[src/design/nth_largest_first_index_select_macros.svh]
// Assertion macros for the nth-largest first-index select block.
`ifndef NTH_LARGEST_FIRST_INDEX_SELECT_MACROS_SVH
`define NTH_LARGEST_FIRST_INDEX_SELECT_MACROS_SVH

`ifndef SYNTHESIS
`define NLFIS_CHECK(label, expr, msg) \
    label: assert property (@(posedge clk) disable iff (!rst_n) (expr)) else $error(msg);
`define NLFIS_CHECK_NEXT(label, ante, cons, msg) \
    label: assert property (@(posedge clk) disable iff (!rst_n) (ante) |=> (cons)) \
        else $error(msg);
`else
`define NLFIS_CHECK(label, expr, msg)
`define NLFIS_CHECK_NEXT(label, ante, cons, msg)
`endif

`endif

[src/design/nlfis_pkg.sv]
package nlfis_pkg;

    localparam int IDX_BITS  = 8;
    localparam int RANK_BITS = 8;

    typedef struct packed {
        logic ins;
        logic drain;
        logic clr;
    } nlfis_ctrl_t;

endpackage

[src/design/nlfis_cell.sv]
module nlfis_cell #(
    parameter int MEASURE_BITS = 32
) (
    input  logic                           clk,
    input  logic                           rst_n,
    input  nlfis_pkg::nlfis_ctrl_t         ctrl,
    input  logic signed [MEASURE_BITS-1:0] new_val,
    input  logic [nlfis_pkg::IDX_BITS-1:0] new_idx,
    input  logic                           prev_take,
    input  logic                           prev_valid,
    input  logic signed [MEASURE_BITS-1:0] prev_val,
    input  logic [nlfis_pkg::IDX_BITS-1:0] prev_grp,
    input  logic                           next_valid,
    input  logic signed [MEASURE_BITS-1:0] next_val,
    input  logic [nlfis_pkg::IDX_BITS-1:0] next_grp,
    output logic                           take,
    output logic                           valid,
    output logic signed [MEASURE_BITS-1:0] val,
    output logic [nlfis_pkg::IDX_BITS-1:0] grp
);
    import nlfis_pkg::*;

    logic                           valid_reg;
    logic                           valid_next;
    logic signed [MEASURE_BITS-1:0] val_reg;
    logic signed [MEASURE_BITS-1:0] val_next;
    logic [IDX_BITS-1:0]            grp_reg;
    logic [IDX_BITS-1:0]            grp_next;
    logic                           tie;

    assign take = !valid_reg || (new_val > val_reg);
    assign tie  = prev_valid && (prev_val == new_val);

    always_comb
    begin
        valid_next = valid_reg;
        val_next   = val_reg;
        grp_next   = grp_reg;
        if (ctrl.clr)
        begin
            valid_next = 1'b0;
        end
        else if (ctrl.drain)
        begin
            valid_next = next_valid;
            val_next   = next_val;
            grp_next   = next_grp;
        end
        else if (ctrl.ins && take)
        begin
            if (prev_take)
            begin
                valid_next = prev_valid;
                val_next   = prev_val;
                grp_next   = prev_grp;
            end
            else
            begin
                valid_next = 1'b1;
                val_next   = new_val;
                grp_next   = tie ? prev_grp : new_idx;
            end
        end
    end

    always_ff @(posedge clk or negedge rst_n)
    begin
        if (!rst_n)
        begin
            valid_reg <= 1'b0;
        end
        else
        begin
            valid_reg <= valid_next;
        end
    end

    always_ff @(posedge clk)
    begin
        val_reg <= val_next;
        grp_reg <= grp_next;
    end

    assign valid = valid_reg;
    assign val   = val_reg;
    assign grp   = grp_reg;

endmodule
[config.mk]
export PLATFORM = sky130hd
export DESIGN_NAME = nlfis_cell
export DESIGN_NICKNAME = d
export VERILOG_FILES = /design/src/design/nth_largest_first_index_select_macros.svh /design/src/design/nlfis_pkg.sv /design/src/design/nlfis_cell.sv
export SDC_FILE = /design/constraint.sdc
export NUM_CORES = 1
export LEC_CHECK = 0
export ABC_CLOCK_PERIOD_IN_PS = 8450
export BUFFER_PORTS_ARGS = -buffer_cell sky130_fd_sc_hd__buf_2
export CAP_MARGIN = 20
export CORE_UTILIZATION = 40
export DETAILED_ROUTE_END_ITERATION = 8
export PLACE_DENSITY = 0.71
export SETUP_SLACK_MARGIN = 0.15
export SYNTH_ARGS = -nofsm -noshare
export SYNTH_HDL_FRONTEND = slang
export SYNTH_SLANG_ARGS = --single-unit
export TNS_END_PERCENT = 30
[constraint.sdc]
create_clock -name clk -period 8.45 [get_ports clk]
set_input_delay 0.845 -clock clk [delete_from_list [all_inputs] [get_ports clk]]
set_output_delay 0.845 -clock clk [all_outputs]
set_load 0.01 [all_outputs]
# Word-level counts from Yosys, hierarchy flattened
# Index checks and enable logic that the tools add are counted.
# word_totals
out_inout_bits,42
reg_bits,41
input_bits,128
# classes
n_eq_ne,1
n_reduce_logical,7
muxes,11
n_bitwise,1
n_lt_le_gt_ge,1
# ops
op,count
32-bit 2-to-1 mux,3
32-bit equality test,1
32-bit > comparator,1
8-bit 2-to-1 mux,4
1-bit 2-to-1 mux,4
3-bit nonzero test,1
1-bit logical AND,2
2-bit AND reduction,1
2-bit nonzero test,1
1-bit zero test,1
1-bit logical OR,1
1-bit inverter,1

# Depth between registers and ports, before layout
# Gate-level depths: netlist of the first run.
# depth
ltp_word,6
depth_mapped,9
depth_no_buf,8

# Worst setup path before layout of the first run
# No wires, ideal clock.
# synth_timing
path_type,input to register
from,input new_val[31]
to,"register grp_reg[0] (netlist: grp[0]), enable pin"
arrival_time_ns,3.034
n_path_buf,1
setup_ns,0.630
path_slack_ns,4.786
required_ns,7.820
path_stages,8
cell_sequence,ha_1 > buf_6 > nand4_4 > nor4_4 > nand2_2 > and4b_2 > a21oi_1 > nand3b_1
# synth_between
elab_chain_len,5
# synth_lines
element,line_no,source
start: declaration,nlfis_cell.sv:7,"input logic signed [MEASURE_BITS-1:0] new_val,"
32-bit > comparator,nlfis_cell.sv:31,assign take = !valid_reg || (new_val > val_reg);
1-bit logical OR,nlfis_cell.sv:31,
1-bit logical AND,nlfis_cell.sv:49,else if (ctrl.ins && take)
2-bit nonzero test (no source line),--,
2-bit AND reduction (no source line),--,
end signal: assignment,nlfis_cell.sv:81,grp_reg <= grp_next;
end: declaration,nlfis_cell.sv:27,logic [IDX_BITS-1:0] grp_reg;
# Every way passes these cells.
# A chain may end at the register's enable or synchronous reset.

# Final worst setup path of the first run
# layout_timing
from,input new_val[7]
to,output take
# layout_between
elab_chain_len,2
# layout_lines
element,line_no,source
32-bit > comparator,nlfis_cell.sv:31,
1-bit logical OR,nlfis_cell.sv:31,
end: declaration,nlfis_cell.sv:16,"output logic take,"
# Every way passes these cells.

==> out/metrics.yaml, run 1 <==
outcome:
  status: "finished clean"
drt:
  drt_pass1_iterations: 4
  vias: 3202
  drc: 0
  antenna_left: 0
  wire_per_inst_um: 15.6
  vias_per_cell: 5.13
  first_iter_violations: 86
  routed_wl_um: 9740
sta:
  clock-skew-final_ns: 0.0111
  relSlewSlack_pct: 51.6
  rsz0062_at_grt: "no"
  setup_viol: 0
  period_share_pct: 42.7
  fin_setup_tns_ns: 0
  worstMarginPinSlew_ns: 0.724
  fmax_ghz: 0.277
  hold_viol_final: 0
  slew_violations: 0
  fin_crit_ns: 3.61
worst_setup_path:
  worstSetupPathType: "input pin to output port"
  worst-endpoint-required_ns: 7.61
  crit_path_start_kind: "input pin"
  cp_max_fo: 3
  worstPathArrival_ns: 2.76
  worstSetupEndpointType: "output port"
floorplan:
  core_area_um2: 8220
  die_width_um: 94.2
  fp.dieH_um: 94.2
  start_util_pct: 41.4
  ios: 170
  die_area_um2: 8870
  rows: 33
global_route:
  grt_pass1_vias: 3202
  grt_first_pass_wirelength_um: 15100
  grt_overflow: 0
  antenna_found_initial: 1
  grtUsageTotal_pct: 22.6
  grt_max_degree: 85
power:
  p_leak_nw: 2.15
  ir_drop_mv: 0.0679
  p_per_area_nw_per_um2: 134
clock_network:
  postCtsHoldBufs: 0
  cts_tree: "yes"
  clock_latency_ns: 0.30
  clk_path_buf_depth: 2
  cts_root_buffer: "clkbuf_8"
  htreeDepth: 2
  post_cts_resized: 0
  postCtsSetupBuffers: 0
  numCtsBuffers: 5
  clk_pin_slew_ns: 0.07
  clock_sinks: 41
synthesis:
  synth_seq_cells: 41
  avgSynthCellArea_um2: 9.63
  ys_seq_area_share_pct: 36.1
  syn_nets: 513
  synth.distinct_cells: 43
  syn_area_um2: 3400
  yosys_warnings: 0
  synth_cells: 353
placed_design:
  place_congestion: 0.825
  dpl_cell_area_um2: 4340
  dp_hpwl_um: 7880
  port_buffers: 169
run:
  drv_cap: 0
layout:
  fin_area_um2: 4420
  regArea_um2: 1230
  largest_reg_flops: 32
  final_common_cell: "buf_2"
  drive_gt1_share_pct: 36.4
  layout.nets: 678
  antennaDiodeCount: 0
  final_cell_mix: "buf_2, nand2_1, o21ai_0"
  area_growth_pct: 29.9
  multi_input_area_um2: 1990
  fillCellCount: 759
hold_path:
  holdCritPathClass: "input pin to asynchronous set/reset pin"
-- where the power goes --
part / switching [mW] / internal, mW / total, mW
logic: 0.115 / 0.0877 / 0.203
registers: 0.00916 / 0.252 / 0.261
clock network: 0.0712 / 0.0574 / 0.129
total: 0.196 / 0.397 / 0.593
-- Yosys cell counts, drive strengths merged --
master   number  area (um^2)
a2111oi       2         36.3
a211oi        2         15.0
a21o          1         7.51
a21oi        15         75.1
a221o         1         10.0
a22oi         1         7.51
a31oi         2         27.5
and3          2         12.5
and4          1         11.3
and4b         1         11.3
buf           8         41.3
clkbuf        6         22.5
dfrtp         1         25.0
edfxtp       40         1200
ha           32          400
inv          33          124
mux2i        40          400
nand2        50          190
nand2b        1         6.26
nand3         5         25.0
nand3b        1         7.51
nand4        14          115
nor2          4         15.0
nor2b         2         12.5
nor3          2         10.0
nor4          4         40.0
nor4b         1         8.76
o211ai        3         22.5
o21ai        43          215
o21bai        1         7.51
o31a          1         10.0
or3           1         6.26
xnor2        28          245
xor2          4         35.0
-- cell families (layout without fill, tap and decap cells) --
| group | after synthesis | count (layout) | synth area share [%] |
|---|---|---|---|
| xor+xnor | 32 | 32 | 8.24 |
| simple gates | 89 | 89 | 13.9 |
| mux | 40 | 40 | 11.8 |
| fa+ha+maj | 32 | 32 | 11.8 |
| compound gates | 72 | 72 | 12.8 |
| buf+inv | 47 | 213 | 5.52 |
| flops | 41 | 41 | 36.1 |
-- metrics by stage --
step	power (mW)	worst slack [ns]	util, %	instances	hold WS, ns
5_1_grt	0.628	4.66	53.8	624	0.312
3_3_place_gp	0.464	4.65	52.8	616	0.629
2_1_floorplan	0.380	4.79	-	353	0.549
3_5_place_dp	0.469	4.58	52.8	616	0.628
4_1_cts	0.596	4.86	53.8	624	0.317
6_report	0.593	4.84	53.8	624	0.318
-- final timing paths --
| kind | from | to | slack (ns) | cells past startpoint |
|---|---|---|---|---|
| worst min register to register | valid | valid | 1.01 | 3 |
| worst max-delay path | new_val[7] | take | 4.84 | 9 |
| worst max register to register | val[25] | grp[3] | 5.16 | 9 |
| worst min-delay path | rst_n | valid | 0.32 | 1 |
| max in group asynchronous | rst_n | valid | 8.05 | 1 |
| min in group clk | next_val[25] | val[25] | 0.82 | 3 |
-- metal layers --
layer / global-route usage, % / share of wire [%] / up-vias / routed length, um
li1: - / - / 1597 / -
met1: 26.6 / 42 / 1458 / 4060
met2: 41.1 / 50 / 133 / 4850
met3: 5.02 / 7.1 / 12 / 694
met4: 5.64 / 1.3 / 2 / 124
met5: 0 / 0.10 / - / 10
-- area by class of cell --
class,instances,share of cell area (%)
Timing Repair Buffer,172,19.6
Multi-Input combinational cell,265,45.0
Clock inverter,2,0.227
Clock buffer,6,1.64
Sequential cell,41,27.7
Inverter,33,2.80
Tap cell,105,2.97
-- worst max-delay path: stages --
cell and delay, ns:
buf_2 0.12, ha_1 0.32, a21oi_1 0.17, o21ai_0 0.18, a221o_1 0.35, o31a_2 0.38, nand3_1 0.10, o211ai_1 0.12
buf_2 0.17
Note: power is estimated with default switching activity, not from simulation.
==> run 2, diff against run 1 <==
--- a/config.mk
+++ b/config.mk
@@ -5,12 +5,12 @@
 export SDC_FILE = /design/constraint.sdc
 export NUM_CORES = 1
 export LEC_CHECK = 0
-export ABC_CLOCK_PERIOD_IN_PS = 8450
+export ABC_CLOCK_PERIOD_IN_PS = 3200
 export BUFFER_PORTS_ARGS = -buffer_cell sky130_fd_sc_hd__buf_2
 export CAP_MARGIN = 20
 export CORE_UTILIZATION = 40
 export DETAILED_ROUTE_END_ITERATION = 8
-export PLACE_DENSITY = 0.71
+export PLACE_DENSITY = 0.74
 export SETUP_SLACK_MARGIN = 0.15
 export SYNTH_ARGS = -nofsm -noshare
 export SYNTH_HDL_FRONTEND = slang
==> constraint.sdc (replaced) <==
create_clock -name clk -period 3.2 [get_ports clk]
set_input_delay 0.32 -clock clk [delete_from_list [all_inputs] [get_ports clk]]
set_output_delay 0.32 -clock clk [all_outputs]
set_load 0.01 [all_outputs]
==> out/metrics.yaml, run 2 (synthesized netlist as in run 1, its figures left out) <==
worst_setup_path:
  worst-endpoint-required_ns: 3.16  # -4.45 ns
  reg2reg_depth: 9  # unchanged
  ff2ff_setup_slack_ns: 0.50  # -4.66 ns
  crit_path_start_kind: "register"
  cp_max_fo: 26  # +23
  worstSetupPathType: "register to register"
  worstPathArrival_ns: 2.66  # -0.10 ns
  worstSetupEndpointType: "register"
power:
  p_per_area_nw_per_um2: 355  # +160%
  ir_drop_mv: 0.194  # +190%
  p_leak_nw: 2.16  # +0.64%
clock_network:
  numCtsBuffers: 5  # unchanged
  clk_path_buf_depth: 2  # unchanged
  htreeDepth: 2  # unchanged
  cts_tree: "yes"
  cts_root_buffer: "clkbuf_8"
  clock_latency_ns: 0.29  # about the same
  clock_sinks: 41  # unchanged
  postCtsSetupBuffers: 0  # unchanged
  clk_pin_slew_ns: 0.08  # about the same
floorplan:
  ios: 170  # unchanged
  core_area_um2: 8220  # unchanged
  rows: 33  # unchanged
  start_util_pct: 41.4  # unchanged
  die_width_um: 94.2  # unchanged
  fp.dieH_um: 94.2  # unchanged
  die_area_um2: 8870  # unchanged
sta:
  slew_violations: 0  # unchanged
  fin_setup_tns_ns: 0  # unchanged
  holdWs_ns: 0.299  # -0.0190 ns
  worstMarginPinSlew_ns: 0.686  # -0.0379 ns
  relSlewSlack_pct: 54.3  # +2.7 points
  period_share_pct: 84.4
  clock-skew-final_ns: 0.00691  # -0.00415 ns
  hold_viol_final: 0  # unchanged
  rsz0062_at_grt: "no"
  fmax_ghz: 0.370
  fin_crit_ns: 2.70
  setup_viol: 0  # unchanged
hold_path:
  hold_depth: 3
  holdCritPathClass: "input pin to register"
layout:
  stdcell_count: 627  # +0.48%
  antennaDiodeCount: 0  # unchanged
  final_cell_mix: "buf_2, nand2_1, o21ai_0"
  final_common_cell: "buf_2"
  drive_gt1_share_pct: 37.2  # +0.75 points
  layout.nets: 681  # +0.44%
  largest_reg_flops: 32  # unchanged
  fillCellCount: 768  # +1.2%
  area_growth_pct: 31.8
global_route:
  grt_max_degree: 81  # -4.7%
  grtUsageTotal_pct: 22.2  # -0.44 points
  grt_first_pass_wirelength_um: 14900  # -1.4%
  antenna_found_initial: 0  # -1
  grt_pass1_vias: 3112  # -2.8%
  grt_overflow: 0  # unchanged
drt:
  drc: 0  # unchanged
  wire_per_inst_um: 15.1  # -3.0%
  vias_per_cell: 5.09  # -0.73%
  first_iter_violations: 78  # -9.3%
  antenna_left: 0  # unchanged
  vias: 3194  # -0.25%
  drt_pass1_iterations: 4  # unchanged
  routed_wl_um: 9490  # -2.5%
placed_design:
  port_buffers: 169  # unchanged
  dp_cells: 618  # +0.32%
  dp_hpwl_um: 7810  # -0.89%
  place_congestion: 0.827  # +0.18%
outcome:
  status: "finished clean"
run:
  drv_cap: 0  # unchanged
-- run 2: cell count changes in the layout (fill, tap and decap cells not counted) --
cell | previous run | this run
buf_4 | 3 | 5
clkinv_2 | 2 | 0
ha_1 | 32 | 30
ha_4 | 0 | 2
clkbuf_1 | 1 | 2
clkbuf_8 | 5 | 6
dlygate4sd3_1 | 0 | 1
inv_1 | 33 | 32
inv_2 | 0 | 1
nor4_1 | 3 | 2
nor4_2 | 0 | 1
-- run 2: final cells by class --
class / instances / area, um^2 / share of cell area [%]
Inverter: 33 / 124 / 2.76
Sequential cell: 41 / 1230 / 27.4
Timing Repair Buffer: 175 / 893 / 19.9
Multi-Input combinational cell: 265 / 2020 / 45.0
Tap cell: 105 / 131 / 2.93
Clock buffer: 8 / 90.1 / 2.01
-- run 2: critical path, cell delays in order (launching register included) --
cell	delay [ns]
edfxtp_1	0.35
inv_1	0.05
ha_1	0.40
nand4_4	0.18
nor2_1	0.06
a22oi_1	0.17
o211ai_1	0.27
nor4b_1	0.33
nand3b_1	0.18
buf_4	0.37
-- run 2: layer usage --
metal  track usage, %  wire length (um)
met4             5.00                80
met3             4.37               616
met1             26.7              3950
met5                0                 0
met2             40.2              4850
-- run 2: report_power, final --
| part | internal [mW] | leakage [nW] | switching, mW |
|---|---|---|---|
| clock network | 0.176 | 0.0455 | 0.186 |
| logic | 0.240 | 1.71 | 0.300 |
| registers | 0.665 | 0.405 | 0.0262 |
| total | 1.08 | 2.16 | 0.512 |
-- run 2: timing repair --
item / in CTS / in global routing
hold buffers: 1 / 0
endpoints found under the hold margin: 1 / 0
gates resized for setup: 0 / 0
-- run 2: through the flow --
step	cell area, um^2	util [%]	worst slack, ns	power, mW
2_1_floorplan	3430	-	0.0358	1.01
6_report	4480	54.6	0.499	1.59
5_1_grt	4480	54.6	0.235	1.69
4_1_cts	4480	54.6	0.491	1.61
3_5_place_dp	4380	53.3	0.437	1.25
3_3_place_gp	4380	53.3	0.533	1.23
-- run 2: final timing paths --
check,endpoint,start
min reg2reg,valid,valid
min,val[23],next_val[23]
max reg2reg,val[30],val[31]
min in group asynchronous,valid,rst_n
max,val[30],val[31]
max in group asynchronous,valid,rst_n
==> run 3, diff against run 2 <==
--- a/config.mk
+++ b/config.mk
@@ -5,12 +5,12 @@
 export SDC_FILE = /design/constraint.sdc
 export NUM_CORES = 1
 export LEC_CHECK = 0
-export ABC_CLOCK_PERIOD_IN_PS = 3200
+export ABC_CLOCK_PERIOD_IN_PS = 2500
 export BUFFER_PORTS_ARGS = -buffer_cell sky130_fd_sc_hd__buf_2
 export CAP_MARGIN = 20
 export CORE_UTILIZATION = 40
 export DETAILED_ROUTE_END_ITERATION = 8
-export PLACE_DENSITY = 0.74
+export PLACE_DENSITY = 0.71
 export SETUP_SLACK_MARGIN = 0.15
 export SYNTH_ARGS = -nofsm -noshare
 export SYNTH_HDL_FRONTEND = slang
==> constraint.sdc (replaced) <==
create_clock -name clk -period 2.5 [get_ports clk]
set_input_delay 0.25 -clock clk [delete_from_list [all_inputs] [get_ports clk]]
set_output_delay 0.25 -clock clk [all_outputs]
set_load 0.01 [all_outputs]
==> out/metrics.yaml, run 3 (synthesized netlist as in run 1, its figures left out) <==
layout:
  stdcell_count: 640  # +2.1%
  area_growth_pct: 39.3
  utilization_pct: 57.7  # +3.1 points
  antennaDiodeCount: 0  # unchanged
  layout.nets: 694  # +1.9%
  drive_gt1_share_pct: 42.4  # +5.3 points
  final_common_cell: "buf_2"
  largest_reg_flops: 32  # unchanged
  final_cell_mix: "buf_2, nand2_1, mux2i_1, o21ai_0, edfxtp_1"
  fin_area_um2: 4740  # +5.7%
  fillCellCount: 761  # -0.91%
hold_path:
  hold_depth: 3  # unchanged
  min_to: "val[26]"
  hp-start: "next_val[26]"
  holdCritPathClass: "input pin to register"
global_route:
  grt_overflow: 0  # unchanged
  grt_first_pass_wirelength_um: 15400  # +3.3%
  grt_pass1_vias: 3226  # +3.7%
  grtUsageTotal_pct: 22.9  # +0.74 points
  antenna_found_initial: 0  # unchanged
  grt_max_degree: 49  # -40%
worst_setup_path:
  worstSetupPathType: "register to register"
  cp_max_fo: 8  # -69%
  ff2ff_setup_slack_ns: -0.04  # -0.54 ns
  crit_path_top_delay_cell: "edfxtp_1"
  crit_path_start_kind: "register"
  cpPeakStageDelay_ns: 0.41  # about the same
  worstPathArrival_ns: 2.60  # -0.06 ns
  worst-endpoint-required_ns: 2.56  # -0.60 ns
  timing.critical_path.cells: "inv_2 > ha_4 > a21oi_2 > o21ai_1 > a221o_1 > o31a_2 > buf_4 > nand2_1 > nand3b_1 > buf_6 > clkbuf_16"
  reg2reg_from: "val[5]"
  worstSetupEndpointType: "register"
  timing.rr.end: "grp[5]"
  reg2reg_depth: 11  # +2
clock_network:
  htreeDepth: 2  # unchanged
  numCtsBuffers: 5  # unchanged
  cts_root_buffer: "clkbuf_8"
  clk_path_buf_depth: 2  # unchanged
  clock_latency_ns: 0.30  # about the same
  cts_tree: "yes"
  clock_sinks: 41  # unchanged
  clk_pin_slew_ns: 0.09  # about the same
floorplan:
  core_area_um2: 8220  # unchanged
  die_width_um: 94.2  # unchanged
  rows: 33  # unchanged
  die_area_um2: 8870  # unchanged
  ios: 170  # unchanged
  fp.dieH_um: 94.2  # unchanged
  start_util_pct: 41.4  # unchanged
sta:
  slew_violations: 0  # unchanged
  period_share_pct: 101  # +17 points
  fin_crit_ns: 2.54  # -0.165 ns
  clock-skew-final_ns: 0.00881  # +0.00191 ns
  setup_viol: 32  # +32
  fin_setup_tns_ns: -0.814  # -0.814 ns
  relSlewSlack_pct: 58.9  # +4.6 points
  hold_viol_final: 0  # unchanged
  worstMarginPinSlew_ns: 0.617  # -0.0686 ns
  rsz0062_at_grt: "yes"
  setup_ws_ns: -0.0359  # -0.535 ns
  holdWs_ns: 0.230  # -0.0693 ns
  fmax_ghz: 0.394  # +6.5%
placed_design:
  place_congestion: 0.822  # -0.54%
  dpl_cell_area_um2: 4420  # +0.80%
  dp_slack_ns: 0.0998  # -0.337 ns
  port_buffers: 169  # unchanged
  dp_hpwl_um: 7940  # +1.6%
  dp_cells: 621  # +0.49%
drt:
  drt_pass1_iterations: 4  # unchanged
  vias_per_cell: 5.09  # about the same
  wire_per_inst_um: 15.7  # +3.7%
  routed_wl_um: 10100  # +5.9%
  vias: 3257  # +2.0%
  drc: 0  # unchanged
  antenna_left: 0  # unchanged
  first_iter_violations: 76  # -2.6%
outcome:
  status: "finished with violations"
  violations: "negative setup slack"
run:
  drv_cap: 0  # unchanged
power:
  ir_drop_mv: 0.217  # +12%
  total_power_mw: 2.12  # +33%
  p_per_area_nw_per_um2: 447  # +26%
  p_leak_nw: 2.25  # +4.3%
-- run 3: cell types whose count changed in the layout (fill, tap and decap cells not counted), sizes merged --
cell      previous run  this run
buf                174       186
clkbuf               8         6
clkinv               0         2
clkinvlp             0         1
-- run 3: critical path, delay by kind of cell (launching register included) --
family | cells | cell delay (ns)
flip-flops | 1 | 0.41
AO/OA/AOI/OAI | 4 | 0.95
adder cells (fa/ha/maj) | 1 | 0.20
AND/OR/NAND/NOR | 2 | 0.19
buffers and inverters | 4 | 0.55
-- run 3: final cells by class --
class | instances | area (um^2) | area share (%)
Clock buffer | 5 | 68.8 | 1.45
Clock inverter | 3 | 17.5 | 0.370
Sequential cell | 41 | 1230 | 25.9
Tap cell | 105 | 131 | 2.77
Multi-Input combinational cell | 265 | 2120 | 44.7
Inverter | 33 | 124 | 2.61
Timing Repair Buffer | 188 | 1050 | 22.2
-- run 3: report_power, final --
group | internal (mW) | leakage (nW) | total (mW) | switching, mW
clock | 0.193 | 0.0439 | 0.441 | 0.248
combinational | 0.370 | 1.80 | 0.790 | 0.420
sequential | 0.851 | 0.405 | 0.886 | 0.0350
-- run 3: per-layer routing --
metal / vias up / part of all wire (%) / GRT usage (%)
met1: 1501 / 41 / 27.0
met5: - / 0 / 0
met3: 8 / 6.4 / 4.77
met4: 0 / 0.83 / 4.49
met2: 114 / 52 / 42.3
li1: 1634 / - / -
-- run 3: timing repair --
action,CTS,global route
endpoints found under the hold margin,1,0
hold buffers,1,0
resized for setup,13,12
cloned,1,1
pin swaps,11,8
setup endpoints to repair,41,42
setup buffers,8,0
-- run 3: worst max-delay path by stage --
stage                     depth (start not counted)      end  slack, ns        start
after detailed placement                          9   val[2]        0.1      val[17]
after floorplan                                   8   grp[0]      -0.66      val[13]
after CTS                                        11  val[24]       0.01       val[7]
after global placement                            9   val[6]       0.12  new_val[11]
final                                            11   grp[5]      -0.04       val[5]
after global routing                             11   grp[5]      -0.13      val[10]
